## src/rtl/core/laa_pkg.sv

```systemverilog
// ------------------------------------------------------------------------
// Level alarm package
// Codes, register indexes, reset values and types shared by the block.
// ------------------------------------------------------------------------
package laa_pkg;

    localparam int unsigned DataW = 16;
    localparam int unsigned IdxW  = 3;

    // input modes
    localparam logic [1:0] MODE_TICK   = 2'd0;
    localparam logic [1:0] MODE_SAMPLE = 2'd1;
    localparam logic [1:0] MODE_ACK    = 2'd2;

    // alert levels
    localparam logic [1:0] LVL_NONE = 2'd0;
    localparam logic [1:0] LVL_LOW  = 2'd1;
    localparam logic [1:0] LVL_MID  = 2'd2;
    localparam logic [1:0] LVL_HIGH = 2'd3;

    // configuration register indexes
    localparam logic [IdxW-1:0] REG_THR_LOW     = 3'd0;
    localparam logic [IdxW-1:0] REG_THR_MID     = 3'd1;
    localparam logic [IdxW-1:0] REG_THR_HIGH    = 3'd2;
    localparam logic [IdxW-1:0] REG_ON_LOW_MID  = 3'd3;
    localparam logic [IdxW-1:0] REG_ON_HIGH     = 3'd4;
    localparam logic [IdxW-1:0] REG_OFF_LOW     = 3'd5;
    localparam logic [IdxW-1:0] REG_OFF_MID     = 3'd6;
    localparam logic [IdxW-1:0] REG_OFF_HIGH    = 3'd7;

    // register reset values
    localparam logic signed [DataW-1:0] RST_THR_LOW    = 16'sd8000;
    localparam logic signed [DataW-1:0] RST_THR_MID    = 16'sd8200;
    localparam logic signed [DataW-1:0] RST_THR_HIGH   = 16'sd8400;
    localparam logic [DataW-1:0]        RST_ON_LOW_MID = 16'd80;
    localparam logic [DataW-1:0]        RST_ON_HIGH    = 16'd70;
    localparam logic [DataW-1:0]        RST_OFF_LOW    = 16'd1200;
    localparam logic [DataW-1:0]        RST_OFF_MID    = 16'd800;
    localparam logic [DataW-1:0]        RST_OFF_HIGH   = 16'd70;

    localparam logic [DataW-1:0] TICKS_MAX = 16'hFFFF;

    typedef struct packed {
        logic signed [DataW-1:0] thr_low;
        logic signed [DataW-1:0] thr_mid;
        logic signed [DataW-1:0] thr_high;
        logic [DataW-1:0]        on_low_mid;
        logic [DataW-1:0]        on_high;
        logic [DataW-1:0]        off_low;
        logic [DataW-1:0]        off_mid;
        logic [DataW-1:0]        off_high;
    } t_cfg;

endpackage

```

## src/rtl/core/laa_ifs.sv

```systemverilog
// ------------------------------------------------------------------------
// Level alarm channels
// Valid/ready channels for samples, results and configuration writes.
// ------------------------------------------------------------------------
interface laa_in_if;
    logic               valid;
    logic               ready;
    logic [1:0]         mode;
    logic signed [15:0] volume;

    modport source(output valid, mode, volume, input ready);
    modport sink(input valid, mode, volume, output ready);
endinterface

interface laa_out_if;
    logic       valid;
    logic       ready;
    logic [1:0] alert_level;
    logic       buzzer_on;
    logic       acknowledged;

    modport source(output valid, alert_level, buzzer_on, acknowledged, input ready);
    modport sink(input valid, alert_level, buzzer_on, acknowledged, output ready);
endinterface

interface laa_cfg_if;
    logic        valid;
    logic        ready;
    logic [2:0]  index;
    logic [15:0] data;

    modport source(output valid, index, data, input ready);
    modport sink(input valid, index, data, output ready);
endinterface

```

## src/rtl/core/laa_cfg_regs.sv

```systemverilog
// ------------------------------------------------------------------------
// Level alarm configuration registers
// Holds thresholds and buzzer periods, written one register per transaction.
// ------------------------------------------------------------------------
module laa_cfg_regs (
    input  logic          i_clk,
    input  logic          i_rst_n,
    laa_cfg_if.sink       i_cfg_ch,
    output laa_pkg::t_cfg o_cfg
);
    import laa_pkg::*;

    t_cfg r_cfg;

    // always able to take a write
    assign i_cfg_ch.ready = 1'b1;
    assign o_cfg          = r_cfg;

    // load defaults at reset, then update the addressed register
    always_ff @(posedge i_clk) begin
        if (!i_rst_n) begin
            r_cfg.thr_low    <= RST_THR_LOW;
            r_cfg.thr_mid    <= RST_THR_MID;
            r_cfg.thr_high   <= RST_THR_HIGH;
            r_cfg.on_low_mid <= RST_ON_LOW_MID;
            r_cfg.on_high    <= RST_ON_HIGH;
            r_cfg.off_low    <= RST_OFF_LOW;
            r_cfg.off_mid    <= RST_OFF_MID;
            r_cfg.off_high   <= RST_OFF_HIGH;
        end else if (i_cfg_ch.valid) begin
            case (i_cfg_ch.index)
                REG_THR_LOW:    r_cfg.thr_low    <= i_cfg_ch.data;
                REG_THR_MID:    r_cfg.thr_mid    <= i_cfg_ch.data;
                REG_THR_HIGH:   r_cfg.thr_high   <= i_cfg_ch.data;
                REG_ON_LOW_MID: r_cfg.on_low_mid <= i_cfg_ch.data;
                REG_ON_HIGH:    r_cfg.on_high    <= i_cfg_ch.data;
                REG_OFF_LOW:    r_cfg.off_low    <= i_cfg_ch.data;
                REG_OFF_MID:    r_cfg.off_mid    <= i_cfg_ch.data;
                REG_OFF_HIGH:   r_cfg.off_high   <= i_cfg_ch.data;
                default: ;
            endcase
        end
    end

endmodule

```

## src/rtl/core/level_alarm_annunciator.sv

```systemverilog
// ------------------------------------------------------------------------
// Level alarm annunciator
// Classifies tank volume samples into alert levels and drives a buzzer.
// ------------------------------------------------------------------------
// Usage:
//   i_in_ch carries one transaction per event: a millisecond tick, a
//   volume sample or an acknowledge press (mode field). Every input
//   transaction yields exactly one result on o_res_ch with the alert
//   level, buzzer state and acknowledge flag after that event.
//   i_cfg_ch writes thresholds and buzzer periods; write it only while
//   no transaction is in flight. It is always ready.
//   Path: an accepted transaction passes the input register, then the
//   result register, which feeds o_res_ch. Throughput: one
//   transaction per cycle while the receiver does not stall; the alarm
//   state update is a single compare/increment step between the two
//   registers.
//   Reset: level none, acknowledge clear, buzzer off phase, tick counter
//   zero, configuration at its default values; both stages empty.
//   Receiver stall: the result register holds; the input register keeps
//   accepting until it is full, then i_in_ch.ready drops.
// ------------------------------------------------------------------------
module level_alarm_annunciator (
    input  logic      i_clk,
    input  logic      i_rst_n,
    laa_in_if.sink    i_in_ch,
    laa_cfg_if.sink   i_cfg_ch,
    laa_out_if.source o_res_ch
);
    import laa_pkg::*;

    t_cfg cfg;

    // input stage
    logic                    r_in_valid;
    logic [1:0]              r_in_mode;
    logic signed [DataW-1:0] r_in_volume;

    // alarm state
    logic [1:0]       r_level, n_level;
    logic             r_ack, n_ack;
    logic             r_phase, n_phase;
    logic [DataW-1:0] r_elapsed, n_elapsed;

    // result stage
    logic       r_out_valid;
    logic [1:0] r_out_level;
    logic       r_out_buzz;
    logic       r_out_ack;

    logic             res_free;
    logic             step;
    logic             alarm_active;
    logic [DataW-1:0] elapsed_inc;
    logic [DataW-1:0] on_t;
    logic [DataW-1:0] off_t;
    logic             n_buzz;

    laa_cfg_regs u_cfg_regs (
        .i_clk   (i_clk),
        .i_rst_n (i_rst_n),
        .i_cfg_ch(i_cfg_ch),
        .o_cfg   (cfg)
    );

    // handshake between the two stages
    assign res_free       = !r_out_valid || o_res_ch.ready;
    assign step           = r_in_valid && res_free;
    assign i_in_ch.ready  = !r_in_valid || res_free;

    // hold the accepted transaction
    always_ff @(posedge i_clk) begin
        if (!i_rst_n) begin
            r_in_valid <= 1'b0;
        end else if (i_in_ch.ready) begin
            r_in_valid <= i_in_ch.valid;
        end
    end

    always_ff @(posedge i_clk) begin
        if (i_in_ch.ready && i_in_ch.valid) begin
            r_in_mode   <= i_in_ch.mode;
            r_in_volume <= i_in_ch.volume;
        end
    end

    // pick the buzzer periods for the current level
    always_comb begin
        case (r_level)
            LVL_HIGH: begin
                on_t  = cfg.on_high;
                off_t = cfg.off_high;
            end
            LVL_MID: begin
                on_t  = cfg.on_low_mid;
                off_t = cfg.off_mid;
            end
            default: begin
                on_t  = cfg.on_low_mid;
                off_t = cfg.off_low;
            end
        endcase
    end

    assign alarm_active = (r_level != LVL_NONE) && (!r_ack || r_level == LVL_HIGH);
    assign elapsed_inc  = (r_elapsed == TICKS_MAX) ? r_elapsed : r_elapsed + 16'd1;

    // next alarm state for the held transaction
    always_comb begin
        n_level   = r_level;
        n_ack     = r_ack;
        n_phase   = r_phase;
        n_elapsed = r_elapsed;
        case (r_in_mode)
            MODE_TICK: begin
                n_elapsed = elapsed_inc;
                if (alarm_active) begin
                    if (r_phase) begin
                        if (elapsed_inc > on_t) begin
                            n_phase   = 1'b0;
                            n_elapsed = '0;
                        end
                    end else if (elapsed_inc > off_t) begin
                        n_phase   = 1'b1;
                        n_elapsed = '0;
                    end
                end
            end
            MODE_SAMPLE: begin
                if (r_in_volume > cfg.thr_high) begin
                    n_level = LVL_HIGH;
                    n_ack   = 1'b0;
                end else if (r_in_volume > cfg.thr_mid) begin
                    if (r_level != LVL_MID) begin
                        n_level = LVL_MID;
                        n_ack   = 1'b0;
                    end
                end else if (r_in_volume > cfg.thr_low) begin
                    if (r_level == LVL_NONE) begin
                        n_ack = 1'b0;
                    end
                    n_level = LVL_LOW;
                end else if (r_level != LVL_NONE) begin
                    n_level = LVL_NONE;
                    n_ack   = 1'b0;
                end
            end
            MODE_ACK: begin
                if (r_level == LVL_LOW || r_level == LVL_MID) begin
                    n_ack = 1'b1;
                end
            end
            default: ;
        endcase
    end

    assign n_buzz = n_phase && (n_level != LVL_NONE) && (!n_ack || n_level == LVL_HIGH);

    // advance the alarm state once per transaction
    always_ff @(posedge i_clk) begin
        if (!i_rst_n) begin
            r_level   <= LVL_NONE;
            r_ack     <= 1'b0;
            r_phase   <= 1'b0;
            r_elapsed <= '0;
        end else if (step) begin
            r_level   <= n_level;
            r_ack     <= n_ack;
            r_phase   <= n_phase;
            r_elapsed <= n_elapsed;
        end
    end

    // result register
    always_ff @(posedge i_clk) begin
        if (!i_rst_n) begin
            r_out_valid <= 1'b0;
        end else if (res_free) begin
            r_out_valid <= r_in_valid;
        end
    end

    always_ff @(posedge i_clk) begin
        if (step) begin
            r_out_level <= n_level;
            r_out_buzz  <= n_buzz;
            r_out_ack   <= n_ack;
        end
    end

    assign o_res_ch.valid        = r_out_valid;
    assign o_res_ch.alert_level  = r_out_level;
    assign o_res_ch.buzzer_on    = r_out_buzz;
    assign o_res_ch.acknowledged = r_out_ack;

endmodule

```

## src/flat_wrapper.sv

```systemverilog
// flat-port wrapper written by rule: the top's interface ports become plain ports
module level_alarm_annunciator_flat import laa_pkg::*;
  (i_clk, i_rst_n, i_in_ch_valid, i_in_ch_mode, i_in_ch_volume, i_in_ch_ready, i_cfg_ch_valid, i_cfg_ch_index, i_cfg_ch_data, i_cfg_ch_ready, o_res_ch_valid, o_res_ch_alert_level, o_res_ch_buzzer_on, o_res_ch_acknowledged, o_res_ch_ready);
  laa_in_if i_in_ch_i ();
  laa_cfg_if i_cfg_ch_i ();
  laa_out_if o_res_ch_i ();
  input  logic i_clk;
  input  logic i_rst_n;
  input wire logic [$bits(i_in_ch_i.valid)-1:0] i_in_ch_valid;
  input wire logic [$bits(i_in_ch_i.mode)-1:0] i_in_ch_mode;
  input wire logic [$bits(i_in_ch_i.volume)-1:0] i_in_ch_volume;
  output wire logic [$bits(i_in_ch_i.ready)-1:0] i_in_ch_ready;
  input wire logic [$bits(i_cfg_ch_i.valid)-1:0] i_cfg_ch_valid;
  input wire logic [$bits(i_cfg_ch_i.index)-1:0] i_cfg_ch_index;
  input wire logic [$bits(i_cfg_ch_i.data)-1:0] i_cfg_ch_data;
  output wire logic [$bits(i_cfg_ch_i.ready)-1:0] i_cfg_ch_ready;
  output wire logic [$bits(o_res_ch_i.valid)-1:0] o_res_ch_valid;
  output wire logic [$bits(o_res_ch_i.alert_level)-1:0] o_res_ch_alert_level;
  output wire logic [$bits(o_res_ch_i.buzzer_on)-1:0] o_res_ch_buzzer_on;
  output wire logic [$bits(o_res_ch_i.acknowledged)-1:0] o_res_ch_acknowledged;
  input wire logic [$bits(o_res_ch_i.ready)-1:0] o_res_ch_ready;
  assign i_in_ch_i.valid = i_in_ch_valid;
  assign i_in_ch_i.mode = i_in_ch_mode;
  assign i_in_ch_i.volume = i_in_ch_volume;
  assign i_in_ch_ready = i_in_ch_i.ready;
  assign i_cfg_ch_i.valid = i_cfg_ch_valid;
  assign i_cfg_ch_i.index = i_cfg_ch_index;
  assign i_cfg_ch_i.data = i_cfg_ch_data;
  assign i_cfg_ch_ready = i_cfg_ch_i.ready;
  assign o_res_ch_valid = o_res_ch_i.valid;
  assign o_res_ch_alert_level = o_res_ch_i.alert_level;
  assign o_res_ch_buzzer_on = o_res_ch_i.buzzer_on;
  assign o_res_ch_acknowledged = o_res_ch_i.acknowledged;
  assign o_res_ch_i.ready = o_res_ch_ready;
  level_alarm_annunciator u_core (.i_clk(i_clk), .i_rst_n(i_rst_n), .i_in_ch(i_in_ch_i), .i_cfg_ch(i_cfg_ch_i), .o_res_ch(o_res_ch_i));
endmodule
```

## config.mk

```make
export PLATFORM = sky130hd
export DESIGN_NAME = level_alarm_annunciator_flat
export DESIGN_NICKNAME = d
export VERILOG_FILES = /design/src/rtl/core/laa_pkg.sv /design/src/rtl/core/laa_ifs.sv /design/src/rtl/core/laa_cfg_regs.sv /design/src/rtl/core/level_alarm_annunciator.sv /design/src/flat_wrapper.sv
export SDC_FILE = /design/constraint.sdc
export NUM_CORES = 1
export LEC_CHECK = 0
export BUFFER_PORTS_ARGS = -buffer_cell sky130_fd_sc_hd__clkbuf_2
export CAP_MARGIN = 20
export CELL_PAD_IN_SITES_DETAIL_PLACEMENT = 0
export CELL_PAD_IN_SITES_GLOBAL_PLACEMENT = 1
export CORE_ASPECT_RATIO = 0.6
export CORE_UTILIZATION = 47
export DETAILED_ROUTE_END_ITERATION = 8
export GPL_TIMING_DRIVEN = 0
export PLACE_DENSITY_LB_ADDON = 0.12
export SLEW_MARGIN = 20
export SYNTH_ARGS = -nofsm -noshare
export SYNTH_HDL_FRONTEND = slang
export SYNTH_SLANG_ARGS = --single-unit
```

## constraint.sdc

```tcl
create_clock -name i_clk -period 5.1 [get_ports i_clk]
set_clock_uncertainty 0.05 [all_clocks]
set_input_delay 0.51 -clock i_clk [delete_from_list [all_inputs] [get_ports i_clk]]
set_output_delay 0.51 -clock i_clk [all_outputs]
set_load 0.02 [all_outputs]
```

==> flow_summary.yaml <==
synth:
  yosysWarnings: 0
  synthArstFlopShare: 0
  synth.area.top_cells: "dfxtp_1 32%, nand2_1 12%, ha_1 11%"
  synth.cell_area_um2: 9260
  synth.avg_cell_area_um2: 8.24
  yosysUniqueCellTypes: 68
  synthMostInstantiatedCell: "nand2_1"
  synth-edff-count: 22
  synth_common_cells: "301 x nand2_1, 150 x dfxtp_1, 96 x a21oi_1"
  synth_ff_type: "dfxtp_1"
  synth_top_cell_area_share: 0.324
  syn_inst: 1123
  ys_seq_area_frac: 0.396
  syn-num-nets: 1248
  yosysTopAreaCell: "dfxtp_1"
  synth_seq_cells: 172
clock_network:
  postCtsHoldBufs: 0
  htreeDepth: 4
  cts_made_buffers: 17
  cts_max_path_buffers: 2
  cts_sinks: 172
  clkLatencyLatePin_ns: 0.45
  cts_root_buf: "clkbuf_16"
  cts_tree: "built"
  clkTransAtPathRegs_ns: 0.07
global_routing:
  grt_start_max_net_pins: 19
  grt_pass1_vias: 7429
  overflow: 0
  antenna_found_initial: 0
  track_usage: 0.289
  grt_first_pass_wirelength_um: 43600
detailed_routing:
  drcViolationCount: 0
  via_per_inst: 5.55
  drtIter0Drc: 756
  finalWirelength_um: 27900
  ant_nets: 0
  dr_total_vias: 8047
  detail_route.wl_per_cell_um: 19.3
  first_pass_iters: 5
sta:
  finalWorstSetupSlack_ns: 0.383
  fin_tns_setup_ns: 0
  rsz0062_at_grt: "no"
  tightest_slew_ns: 0.981
  slew-limit-headroom: 0.344
  final.period_utilization: 0.925
  final-hold-violation-count: 0
  period_needed_ns: 4.72
  max_clock_freq_mhz: 212
  hold_ws_ns: 0.192
  setup_viol: 0
  maxSlewViolCount: 0
die:
  start_util: 0.483
  dieArea_um2: 20300
  die_width_um: 183
  rows: 39
  ioPinCount: 49
  die_h_um: 111
  core_um2: 19200
pwr:
  power_mw: 3.10
  p_leak_nw: 4.00
  max-vdd-ir-drop_uv: 247
  cellPowerDensity_nw_per_um2: 300
critical_path:
  worstPathArrival_ns: 5.03
  crit_required_ns: 5.42
  crit_fanout: 10
  startpoint_type: "flop"
  end_kind: "flop"
  rrSetupSlack_ns: 0.38
  critPathKind: "flop to flop"
final_layout:
  drive_above_1_share: 0.0870
  nFillCells: 1888
  final_nets: 1296
  fin_util: 0.539
  n_antenna_cell: 0
  postLayoutCellArea_um2: 10300
  final_cells: 1450
  syn_to_final_growth_pct: 11.7
outcome:
  outcome: "finished, final reports clean"
flow_run:
  maxCapViolCount: 0
placement:
  port_buffers: 29
  dp_hpwl_um: 21300
  place_inst: 1418
  placed_area_um2: 9740
  gp_congestion: 0.910
  dp_slack_ns: 0.261
min_path:
  hp-class: "primary input to flop"
==> state kept, by name, summed over array words and instances (netlist names) <==
register	flops
u_core.u_cfg_regs.o_cfg	128
u_core.r_in_valid	1
u_core.r_phase	1
u_core.o_res_ch.acknowledged	1
u_core.o_res_ch.alert_level	2
u_core.r_elapsed	16
u_core.o_res_ch.valid	1
u_core.r_level	2
u_core.o_res_ch.buzzer_on	1
u_core.r_in_volume	16
u_core.r_ack	1
u_core.r_in_mode	2
==> routing by layer <==
metal | global-route usage | routed length, µm | vias to the layer above
li1 | - | - | 3937
met1 | 0.477 | 15000 | 3781
met2 | 0.352 | 9720 | 302
met3 | 0.0851 | 2870 | 25
met4 | 0.0528 | 242 | 2
met5 | 0.0375 | 96 | -
==> final cells by class <==
cell class | instances | area (µm²) | share of cell area
Inverter | 69 | 259 | 0.0251
Sequential cell | 172 | 3660 | 0.354
Clock buffer | 18 | 439 | 0.0425
Multi-Input combinational cell | 816 | 4990 | 0.483
Buffer | 66 | 347 | 0.0335
Clock inverter | 14 | 158 | 0.0152
Tap cell | 266 | 333 | 0.0322
Timing Repair Buffer | 29 | 145 | 0.0140
==> report_power, final <==
group	internal (mW)	switching (mW)
Combinational	0.110	0.202
Clock	0.746	0.603
Sequential	1.41	0.0276
==> cell usage in the layout, fill, tap and decap left out, types with 31 or more instances in the layout <==
cell type  instances
a21boi_0          62
a21oi_1           96
clkbuf_1          40
clkbuf_2          35
dfxtp_1          150
ha_1              83
inv_1             69
nand2_1          301
nand3_1           44
nor2_1            31
==> worst paths after layout <==
kind,cells past startpoint,end,startpoint
worst max-delay path,17,u_core.r_elapsed[10],u_core.r_level[1]
worst min-delay path,1,u_core.r_in_volume[12],i_in_ch_volume[12]
worst max register to register,17,u_core.r_elapsed[10],u_core.r_level[1]
worst min register to register,2,u_core.u_cfg_regs.o_cfg[40],u_core.u_cfg_regs.o_cfg[40]
==> critical path, stage by stage, from the launching register on <==
cell	delay, ns
dfxtp_1	0.45
ha_1	0.21
clkbuf_8	0.17
clkbuf_1	0.48
clkbuf_2	0.44
mux2i_1	0.24
ha_1	0.26
a21o_1	0.18
a21o_1	0.17
a211oi_1	0.25
inv_1	0.07
a311o_1	0.31
a211oi_1	0.56
o32a_1	0.25
buf_6	0.16
buf_12	0.14
nand3_1	0.08
a21oi_1	0.16
==> cells by family after synthesis <==
group                      share of synthesized area
buffers and inverters                         0.0652
xor gates and xnor gates                      0.0151
DFF                                            0.396
and+or+nand+nor                                0.210
other                                       0.000405
muxes                                         0.0197
adders and majority gates                      0.113
AOI/OAI and AO/OA                              0.181
==> repair_timing <==
item	4_1_cts	5_1_grt
buffers inserted	0	0
endpoints found under the setup margin	0	11
gates resized for setup	0	5
Note: power is estimated with default switching activity, not from simulation.
